**src/rtl/lidar_temporal_point_filter_top_assert.svh**
```systemverilog
// Assertion macros shared by the point filter RTL.
`ifndef LIDAR_TEMPORAL_POINT_FILTER_TOP_ASSERT_SVH
`define LIDAR_TEMPORAL_POINT_FILTER_TOP_ASSERT_SVH
// Same-cycle implication, checked on every clock edge outside reset.
`define LTPF_ASSERT_NOW(lbl, ante, cons, msg) \
    lbl: assert property (@(posedge clk) disable iff (!rst_n) (ante) |-> (cons)) \
        else $error(msg);
// Next-cycle implication.
`define LTPF_ASSERT_NEXT(lbl, ante, cons, msg) \
    lbl: assert property (@(posedge clk) disable iff (!rst_n) (ante) |=> (cons)) \
        else $error(msg);
`endif

```
**src/rtl/ltpf_pkg.sv**
```systemverilog
// Package: constants, types and helper functions of the point filter.
package ltpf_pkg;

    localparam int MAX_CHANNELS = 16;
    localparam int ANGLE_BINS   = 2000;
    localparam int MAX_DEPTH    = 10;
    localparam int DIST_BITS    = 16;

    localparam int ANGLE_STEP   = 20;
    localparam int VAR_LIMIT    = 2000;
    localparam int RANGE_FACTOR = 10;
    localparam int DIFF_LIMIT   = 1024;

    // bin = angle / ANGLE_STEP as a multiply by a rounded-up reciprocal
    localparam int RECIP_SHIFT  = 20;
    localparam int ANGLE_RECIP  = ((1 << RECIP_SHIFT) + ANGLE_STEP - 1) / ANGLE_STEP;
    localparam int ANGLE_W      = 16;
    localparam int RECIP_W      = $clog2(ANGLE_RECIP + 1);
    localparam int RPROD_W      = ANGLE_W + RECIP_W;

    localparam int NUM_BINS     = MAX_CHANNELS * ANGLE_BINS;
    localparam int HIST_ENTRIES = NUM_BINS * MAX_DEPTH;
    localparam int BIN_W        = $clog2(ANGLE_BINS);
    localparam int IDX_W        = $clog2(NUM_BINS);
    localparam int HADDR_W      = $clog2(HIST_ENTRIES);
    localparam int SLOT_W       = $clog2(MAX_DEPTH);
    localparam int DEPTH_W      = $clog2(MAX_DEPTH + 1);
    localparam int CH_W         = 4;
    localparam int NCH_W        = 5;
    localparam int FRAME_W      = 16;
    localparam int STAMP_W      = 8;
    localparam int FSS_W        = 5;

    localparam int SUM_W        = DIST_BITS + $clog2(MAX_DEPTH + 1);
    localparam int SQSUM_W      = 2 * DIST_BITS + $clog2(MAX_DEPTH + 1);
    localparam int PROD_W       = 2 * SUM_W;
    localparam int THR_W        = $clog2(VAR_LIMIT * MAX_DEPTH * MAX_DEPTH + 1);

    localparam logic [1:0] CMD_POINT   = 2'd0;
    localparam logic [1:0] CMD_RESTART = 2'd1;
    localparam logic [1:0] CMD_CLEAR   = 2'd2;

    localparam logic [1:0] REG_ENABLE   = 2'd0;
    localparam logic [1:0] REG_NUM_CH   = 2'd1;
    localparam logic [1:0] REG_DEPTH    = 2'd2;

    typedef struct packed {
        logic                  slot_valid;
        logic [SLOT_W-1:0]     ptr;
        logic [MAX_DEPTH-1:0]  written;
    } meta_t;

    typedef struct packed {
        logic               valid;
        logic [STAMP_W-1:0] stamp;
    } stamp_t;

    typedef struct packed {
        logic                 start;
        logic                 smp_valid;
        logic                 finish;
        logic [DIST_BITS-1:0] smp;
        logic [DEPTH_W-1:0]   depth;
    } st_req_t;

    typedef struct packed {
        logic ready;
        logic done;
        logic steady;
    } st_rsp_t;

    function automatic logic [DEPTH_W-1:0] eff_depth(input logic [3:0] d);
        logic [DEPTH_W-1:0] r;
        if (d == 4'd0)
            r = DEPTH_W'(1);
        else if (32'(d) > MAX_DEPTH)
            r = DEPTH_W'(MAX_DEPTH);
        else
            r = DEPTH_W'(d);
        return r;
    endfunction

    function automatic logic [THR_W-1:0] var_thr(input logic [DEPTH_W-1:0] d);
        return THR_W'(VAR_LIMIT * 32'(d) * 32'(d));
    endfunction

endpackage

```
**src/rtl/ltpf_steady.sv**
```systemverilog
// Steadiness judge: accumulates history samples through one shared multiplier.
`include "lidar_temporal_point_filter_top_assert.svh"
module ltpf_steady
(
    input  logic             clk,
    input  logic             rst_n,
    input  ltpf_pkg::st_req_t req,
    output ltpf_pkg::st_rsp_t rsp
);

    typedef enum logic [2:0] {S_IDLE, S_MUL, S_ACC, S_SUMSQ, S_DMUL, S_CMP} st_state_t;

    st_state_t                         state_reg;
    logic [ltpf_pkg::DIST_BITS-1:0]    x_reg;
    logic [ltpf_pkg::DIST_BITS-1:0]    mn_reg;
    logic [ltpf_pkg::DIST_BITS-1:0]    mx_reg;
    logic [ltpf_pkg::SUM_W-1:0]        sum_reg;
    logic [ltpf_pkg::SQSUM_W-1:0]      sumsq_reg;
    logic [ltpf_pkg::PROD_W-1:0]       prod_reg;
    logic [ltpf_pkg::PROD_W-1:0]       dsq_reg;
    logic [ltpf_pkg::DEPTH_W-1:0]      cnt_reg;
    logic [ltpf_pkg::DEPTH_W-1:0]      depth_reg;
    logic                              done_reg;
    logic                              steady_reg;

    logic [ltpf_pkg::SUM_W-1:0]        mul_a;
    logic [ltpf_pkg::PROD_W-1:0]       mul_p;
    logic [ltpf_pkg::DIST_BITS-1:0]    range;
    logic [ltpf_pkg::DIST_BITS+3:0]    range10;

    // shared squarer: a sample, or the running sum at the end
    assign mul_a   = (state_reg == S_MUL) ? ltpf_pkg::SUM_W'(x_reg) : sum_reg;
    assign mul_p   = mul_a * mul_a;
    assign range   = mx_reg - mn_reg;
    assign range10 = ({4'd0, range} << 3) + ({4'd0, range} << 1);

    assign rsp.ready  = (state_reg == S_IDLE);
    assign rsp.done   = done_reg;
    assign rsp.steady = steady_reg;

    always_ff @(posedge clk or negedge rst_n)
    begin
        if (!rst_n)
        begin
            state_reg  <= S_IDLE;
            done_reg   <= 1'b0;
            steady_reg <= 1'b0;
        end
        else
        begin
            done_reg <= 1'b0;
            case (state_reg)
                S_IDLE:
                begin
                    if (req.start)
                    begin
                        sum_reg   <= '0;
                        sumsq_reg <= '0;
                        mn_reg    <= '1;
                        mx_reg    <= '0;
                        depth_reg <= req.depth;
                    end
                    else if (req.smp_valid)
                    begin
                        x_reg   <= req.smp;
                        sum_reg <= sum_reg + ltpf_pkg::SUM_W'(req.smp);
                        if (req.smp < mn_reg)
                            mn_reg <= req.smp;
                        if (req.smp > mx_reg)
                            mx_reg <= req.smp;
                        state_reg <= S_MUL;
                    end
                    else if (req.finish)
                    begin
                        cnt_reg   <= depth_reg;
                        dsq_reg   <= '0;
                        state_reg <= S_SUMSQ;
                    end
                end
                S_MUL:
                begin
                    prod_reg  <= mul_p;
                    state_reg <= S_ACC;
                end
                S_ACC:
                begin
                    sumsq_reg <= sumsq_reg + prod_reg[ltpf_pkg::SQSUM_W-1:0];
                    state_reg <= S_IDLE;
                end
                S_SUMSQ:
                begin
                    prod_reg  <= mul_p;
                    state_reg <= S_DMUL;
                end
                S_DMUL:
                begin
                    // depth * sum of squares by repeated add
                    dsq_reg <= dsq_reg + ltpf_pkg::PROD_W'(sumsq_reg);
                    cnt_reg <= cnt_reg - 1'b1;
                    if (cnt_reg <= ltpf_pkg::DEPTH_W'(1))
                        state_reg <= S_CMP;
                end
                S_CMP:
                begin
                    steady_reg <= (32'(range) <= ltpf_pkg::DIFF_LIMIT)
                        && ((dsq_reg - prod_reg)
                            < ltpf_pkg::PROD_W'(ltpf_pkg::var_thr(depth_reg)))
                        && (range10 < {4'd0, mn_reg});
                    done_reg  <= 1'b1;
                    state_reg <= S_IDLE;
                end
                default:
                    state_reg <= S_IDLE;
            endcase
        end
    end

    `LTPF_ASSERT_NOW(a_done_idle, done_reg, state_reg == S_IDLE, "result outside idle")
    `LTPF_ASSERT_NEXT(a_cmp_done, state_reg == S_CMP, done_reg, "judge result lost")
    `LTPF_ASSERT_NEXT(a_mul_acc, state_reg == S_MUL, state_reg == S_ACC, "square not added")

endmodule

```
**config.mk**
```make
export PLATFORM = sky130hd
export DESIGN_NAME = ltpf_steady
export DESIGN_NICKNAME = d
export VERILOG_FILES = /design/src/rtl/ltpf_pkg.sv /design/src/rtl/ltpf_steady.sv
export VERILOG_INCLUDE_DIRS = /design/src /design/src/rtl
export SDC_FILE = /design/constraint.sdc
export NUM_CORES = 1
export LEC_CHECK = 0
export BUFFER_PORTS_ARGS = -buffer_cell sky130_fd_sc_hd__buf_2
export CAP_MARGIN = 20
export CORE_UTILIZATION = 25
export DETAILED_ROUTE_END_ITERATION = 8
export SKIP_CTS_REPAIR_TIMING = 1
export SYNTH_ARGS = -nofsm -noshare
export SYNTH_HDL_FRONTEND = slang
export SYNTH_SLANG_ARGS = --single-unit
```
**constraint.sdc**
```tcl
create_clock -name clk -period 14.08 [get_ports clk]
set_clock_uncertainty 0.05 [all_clocks]
set_input_delay 2.816 -clock clk [delete_from_list [all_inputs] [get_ports clk]]
set_output_delay 2.816 -clock clk [all_outputs]
set_load 0.02 [all_outputs]
```
Word level (Yosys, flattened, before mapping) --
Index checks and enable logic that the tools add are counted. W data, S select, Z words.
Word-level totals: bits in registers 197, input port bits 25
Cells by class: multiplexer cells 22, $add $sub $neg 7, reductions and logical operators 18, bitwise gates (word level) 1, $mul 3, eq/ne operators 11, $lt $le $gt $ge 6
Operators by type and width (count):
- $mux W40 | 3
- $pmux W40 S2 | 1
- $pmux W36 S2 | 1
- $mux W16 | 4
- $add A40 B36 Y40 | 1
- $lt A40 B18 Y1 | 1
- $mul A20 B20 Y40 | 1
- $mux W20 | 2
- $sub A40 B40 Y40 | 1
- $add A36 B36 Y36 | 1
- $mux W36 | 1
- $add A19 B17 Y20 | 1
- $add A20 B16 Y20 | 1
- $lt A20 B16 Y1 | 1
- $gt A16 B16 Y1 | 1
- $le A16 B11 Y1 const B | 1
- $lt A16 B16 Y1 | 1
- $sub A16 B16 Y16 | 1
- $mul A11 B4 Y14 | 1
- $mux W3 | 4
- $mux W4 | 3
- $pmux W3 S4 | 1
- $reduce_and A3 Y1 | 4
- $reduce_and A4 Y1 | 3
- 17 further kinds | 28

Logic depth before layout (Yosys ltp) --
word-level depth 5, depth in mapped cells 32, depth with buffers taken out 31

Worst setup path after synthesis --
No wires, ideal clock.
path type reg2reg, start point register state_reg[1], end point register prod_reg[39] (netlist name) (data pin), clock period less this slack 8.527 ns, stages on the path, launching flop included 29, data arrival time 8.217 ns, setup slack 5.553 ns, path through dfrtp_1 buf_4 or3b_2 buf_2 buf_1 mux2_2 inv_1 clkbuf_1 nor2_1 fa_1 inv_1 fa_1 inv_1 fa_1 fa_1 fa_1 fa_1 fa_1 ha_1 a21o_1 a21o_1 a211o_1 a221o_1 a31oi_1 a2111oi_0 or4_1 a31oi_1 o21bai_1 xnor2_1
On the way: longest elaborated chain between the ends 3
Ends and longest elaborated chain:
- start: declaration | line ltpf_steady.sv:13 | st_state_t state_reg;
- start signal: assignment | line ltpf_steady.sv:45 | state_reg <= S_IDLE;
- start signal: assignment | line ltpf_steady.sv:71 | state_reg <= S_MUL;
- start signal: assignment | line ltpf_steady.sv:77 | state_reg <= S_SUMSQ;
- $eq A3 B1 Y1 | line ltpf_steady.sv:32 | assign mul_a = (state_reg == S_MUL) ? ltpf_pkg::SUM_W'(x_reg) : sum_reg;
- $mux W20 | line ltpf_steady.sv:32
- $mul A20 B20 Y40 | line ltpf_steady.sv:33 | assign mul_p = mul_a * mul_a;
- named net mul_p (one bit) | line ltpf_steady.sv:27 | logic [ltpf_pkg::PROD_W-1:0] mul_p;
- end signal: assignment | line ltpf_steady.sv:82 | prod_reg <= mul_p;
- end signal: assignment | line ltpf_steady.sv:92 | prod_reg <= mul_p;
- end: declaration | line ltpf_steady.sv:19 | logic [ltpf_pkg::PROD_W-1:0] prod_reg;
The timed path passes the listed nets, and every way through them passes these cells. A chain may end at the register's enable or synchronous reset.

Final worst setup path --
start point register state_reg[2], end point register prod_reg[39] (netlist name) (data pin)
Same word-level chain as after synthesis.

==> qor.yml <==
clocking:
  cts_tree: "built"
  clock-sinks: 196
  htreeDepth: 4
  numCtsBuffers: 17
  clock_path_buffers: 2
  cts-root-buf: "clkbuf_16"
  worstSkewPairLatency_ns: 0.51
  clkTransAtPathRegs_ns: 0.08
status:
  status: "complete, no violations"
critical_path:
  worstSetupStartpointType: "flop"
  end_kind: "flop"
  path_class: "reg -> reg"
  cp.required_ns: 14.27
  cp_common_cell: "fa_1"
  worst_ep_arrival_time_ns: 10.09
  critPathMaxFanout: 62
  slowest_delay_ns: 0.80
  cp_slowest_cell: "mux2i_1"
sta:
  slew_violations: 0
  hold_viol_final: 0
  setup_viol: 0
  timing.slew.headroom_pct: 17.5
  max_freq_ghz: 0.101
  rsz0062_at_grt: "no"
  min_period_over_period_pct: 70.3
  finalCriticalPeriod_ns: 9.90
  worst_slew_pin_slew_ns: 1.23
  setup-tns-final_ns: 0
final_layout:
  layout.nets: 3866
  largest_register_ff_count: 40
  syn2layout_area_growth_pct: 8.97
  multi_input_area_um2: 20900
  instances_no_fill: 4667
  seq_area_um2: 5860
  fillers: 12088
  layout-drive-gt1-share_pct: 4.53
  final_util_pct: 27.6
global_route:
  grt_start_max_net_pins: 63
  grt_pass1_wl_um: 117000
  overflow: 0
  antenna_found_initial: 1
  grt_usage_pct: 12.7
  grt_pass1_vias: 21390
floorplanning:
  ios: 28
  fp.dieW_um: 343
  rows: 124
  core_area_um2: 115000
  die_area_um2: 117000
  start_util_pct: 25.3
  fp.dieH_um: 343
yosys:
  syn_inst: 3138
  yosysSeqAreaShare_pct: 20.2
  synth_area_per_cell_um2: 9.24
  ys_seq_elements: 196
  syn-num-nets: 3863
  syn-cell-area_um2: 29000
  synth_edf_count: 191
  ys.flop_type: "edfxtp_1"
  synthArstFlopShare_pct: 2.55
  yosysWarnings: 0
  synth_cell_type_count: 83
min_path:
  hold_path.class: "reg -> reg"
placement:
  hpwl_um: 61500
  io_buffers: 27
  gp_congestion: 0.907
  place_inst: 4634
detailed_routing:
  drtIter0Drc: 1370
  vias: 21896
  drt_wl_total_um: 73600
  vias_per_cell: 4.69
  first_pass_iters: 5
  wl_per_cell_um: 15.8
  drcViolationCount: 0
  antenna_left: 0
flow_run:
  maxCapViolations: 0
[Yosys cell counts, types with 11 or more instances]
master	number	area share, %
a211oi_1	27	0.70
a21o_1	105	2.7
a21oi_1	160	2.8
a31oi_1	16	0.35
and2_1	30	0.65
and3_1	56	1.2
clkbuf_1	48	0.62
edfxtp_1	191	20
fa_1	309	21
ha_1	391	17
inv_1	538	7.0
mux2_2	14	0.54
mux2i_1	20	0.69
nand2_1	208	2.7
nand2b_1	31	0.67
nand3_1	54	0.93
nand4_1	34	0.73
nor2_1	262	3.4
nor2b_1	45	0.97
nor3_1	48	0.83
o211ai_1	14	0.36
o21a_1	30	0.78
o21ai_0	95	1.6
o21bai_1	29	0.75
or2_2	25	0.54
or3_1	11	0.24
xnor2_1	109	3.3
xor2_1	55	1.7
[cells in the final DEF, fill, tap and decap left out, drive strengths merged, types with 11 or more instances in the layout]
master  Yosys  layout
nand4      34      34
xor2       55      55
or3        11      11
clkbuf     48      17
and2       30      30
edfxtp    191     191
ha        391     391
inv       540     548
and3       56      56
nor3       49      49
mux2i      20      20
a211oi     28      28
a21oi     160     160
fa        309     309
mux2       14      14
a21o      108     108
o31ai      11      11
o21a       30      30
o21bai     29      29
nor2      262     262
a31oi      16      16
o211ai     14      14
or2        25      25
buf        13      45
nor2b      45      45
nand2b     31      31
o21ai      98      98
xnor2     109     109
nand2     208     208
nand3      54      54
[critical path, delay by kind of cell (launching register included)]
kind / cells / cell delay (ns)
multiplexers: 1 / 0.80
AO/OA/AOI/OAI: 7 / 1.89
buffers and inverters: 5 / 1.08
AND/OR/NAND/NOR: 3 / 1.31
adder cells (fa/ha/maj): 8 / 3.84
flip-flops: 1 / 0.51
XOR/XNOR: 1 / 0.13
[through the flow]
| step | setup slack (ns) | hold slack (ns) | cell area, µm² |
|---|---|---|---|
| after floorplan | 5.55 | 0.464 | 29000 |
| after global placement | 4.45 | 0.531 | 30900 |
| after detailed placement | 4.24 | 0.543 | 30900 |
| after CTS | 4.21 | 0.559 | 31600 |
| after global routing | 3.73 | 0.589 | 31600 |
| final | 4.18 | 0.565 | 31600 |
[path summary, 6_finish.rpt]
path | depth (start not counted) | from | to | slack [ns]
setup / recovery | 25 | state_reg[2] | prod_reg[39] | 4.18
hold reg to reg | 2 | state_reg[0] | state_reg[2] | 0.56
max in group asynchronous | 1 | rst_n | steady_reg | 11.49
setup reg to reg | 25 | state_reg[2] | prod_reg[39] | 4.18
hold / removal | 2 | state_reg[0] | state_reg[2] | 0.56
min in group asynchronous | 1 | rst_n | done_reg | 2.19
[kinds of logic (layout without fill, tap and decap cells)]
logic type | after synthesis | count (layout) | synth area share [%]
DFF | 196 | 196 | 20.2
other | 0 | 1 | 0
buffers and inverters | 608 | 624 | 7.94
AOI/OAI and AO/OA | 588 | 588 | 13.4
and+or+nand+nor | 848 | 848 | 14.1
adders and majority gates | 700 | 700 | 38.2
xor gates and xnor gates | 164 | 164 | 4.95
muxes | 34 | 34 | 1.23
[routing by layer]
| layer | track usage, % | wire length, µm |
|---|---|---|
| met5 | 0 | 0 |
| met4 | 3.12 | 1470 |
| met3 | 2.55 | 4310 |
| met2 | 19.9 | 32800 |
| met1 | 17.8 | 35000 |
[layout make-up]
| class | count | share of cell area [%] |
|---|---|---|
| multi-input cells | 2334 | 66.0 |
| flip-flops and latches | 196 | 18.5 |
| repair buffers | 45 | 0.847 |
| diodes | 1 | 0.00792 |
| well taps | 1512 | 5.98 |
| inverters | 547 | 6.50 |
| clock inverters | 15 | 0.744 |
| clock buffers | 17 | 1.35 |
Power is not shown: default switching activity piles up to over one toggle a cycle in this logic, so the estimate is an artifact.
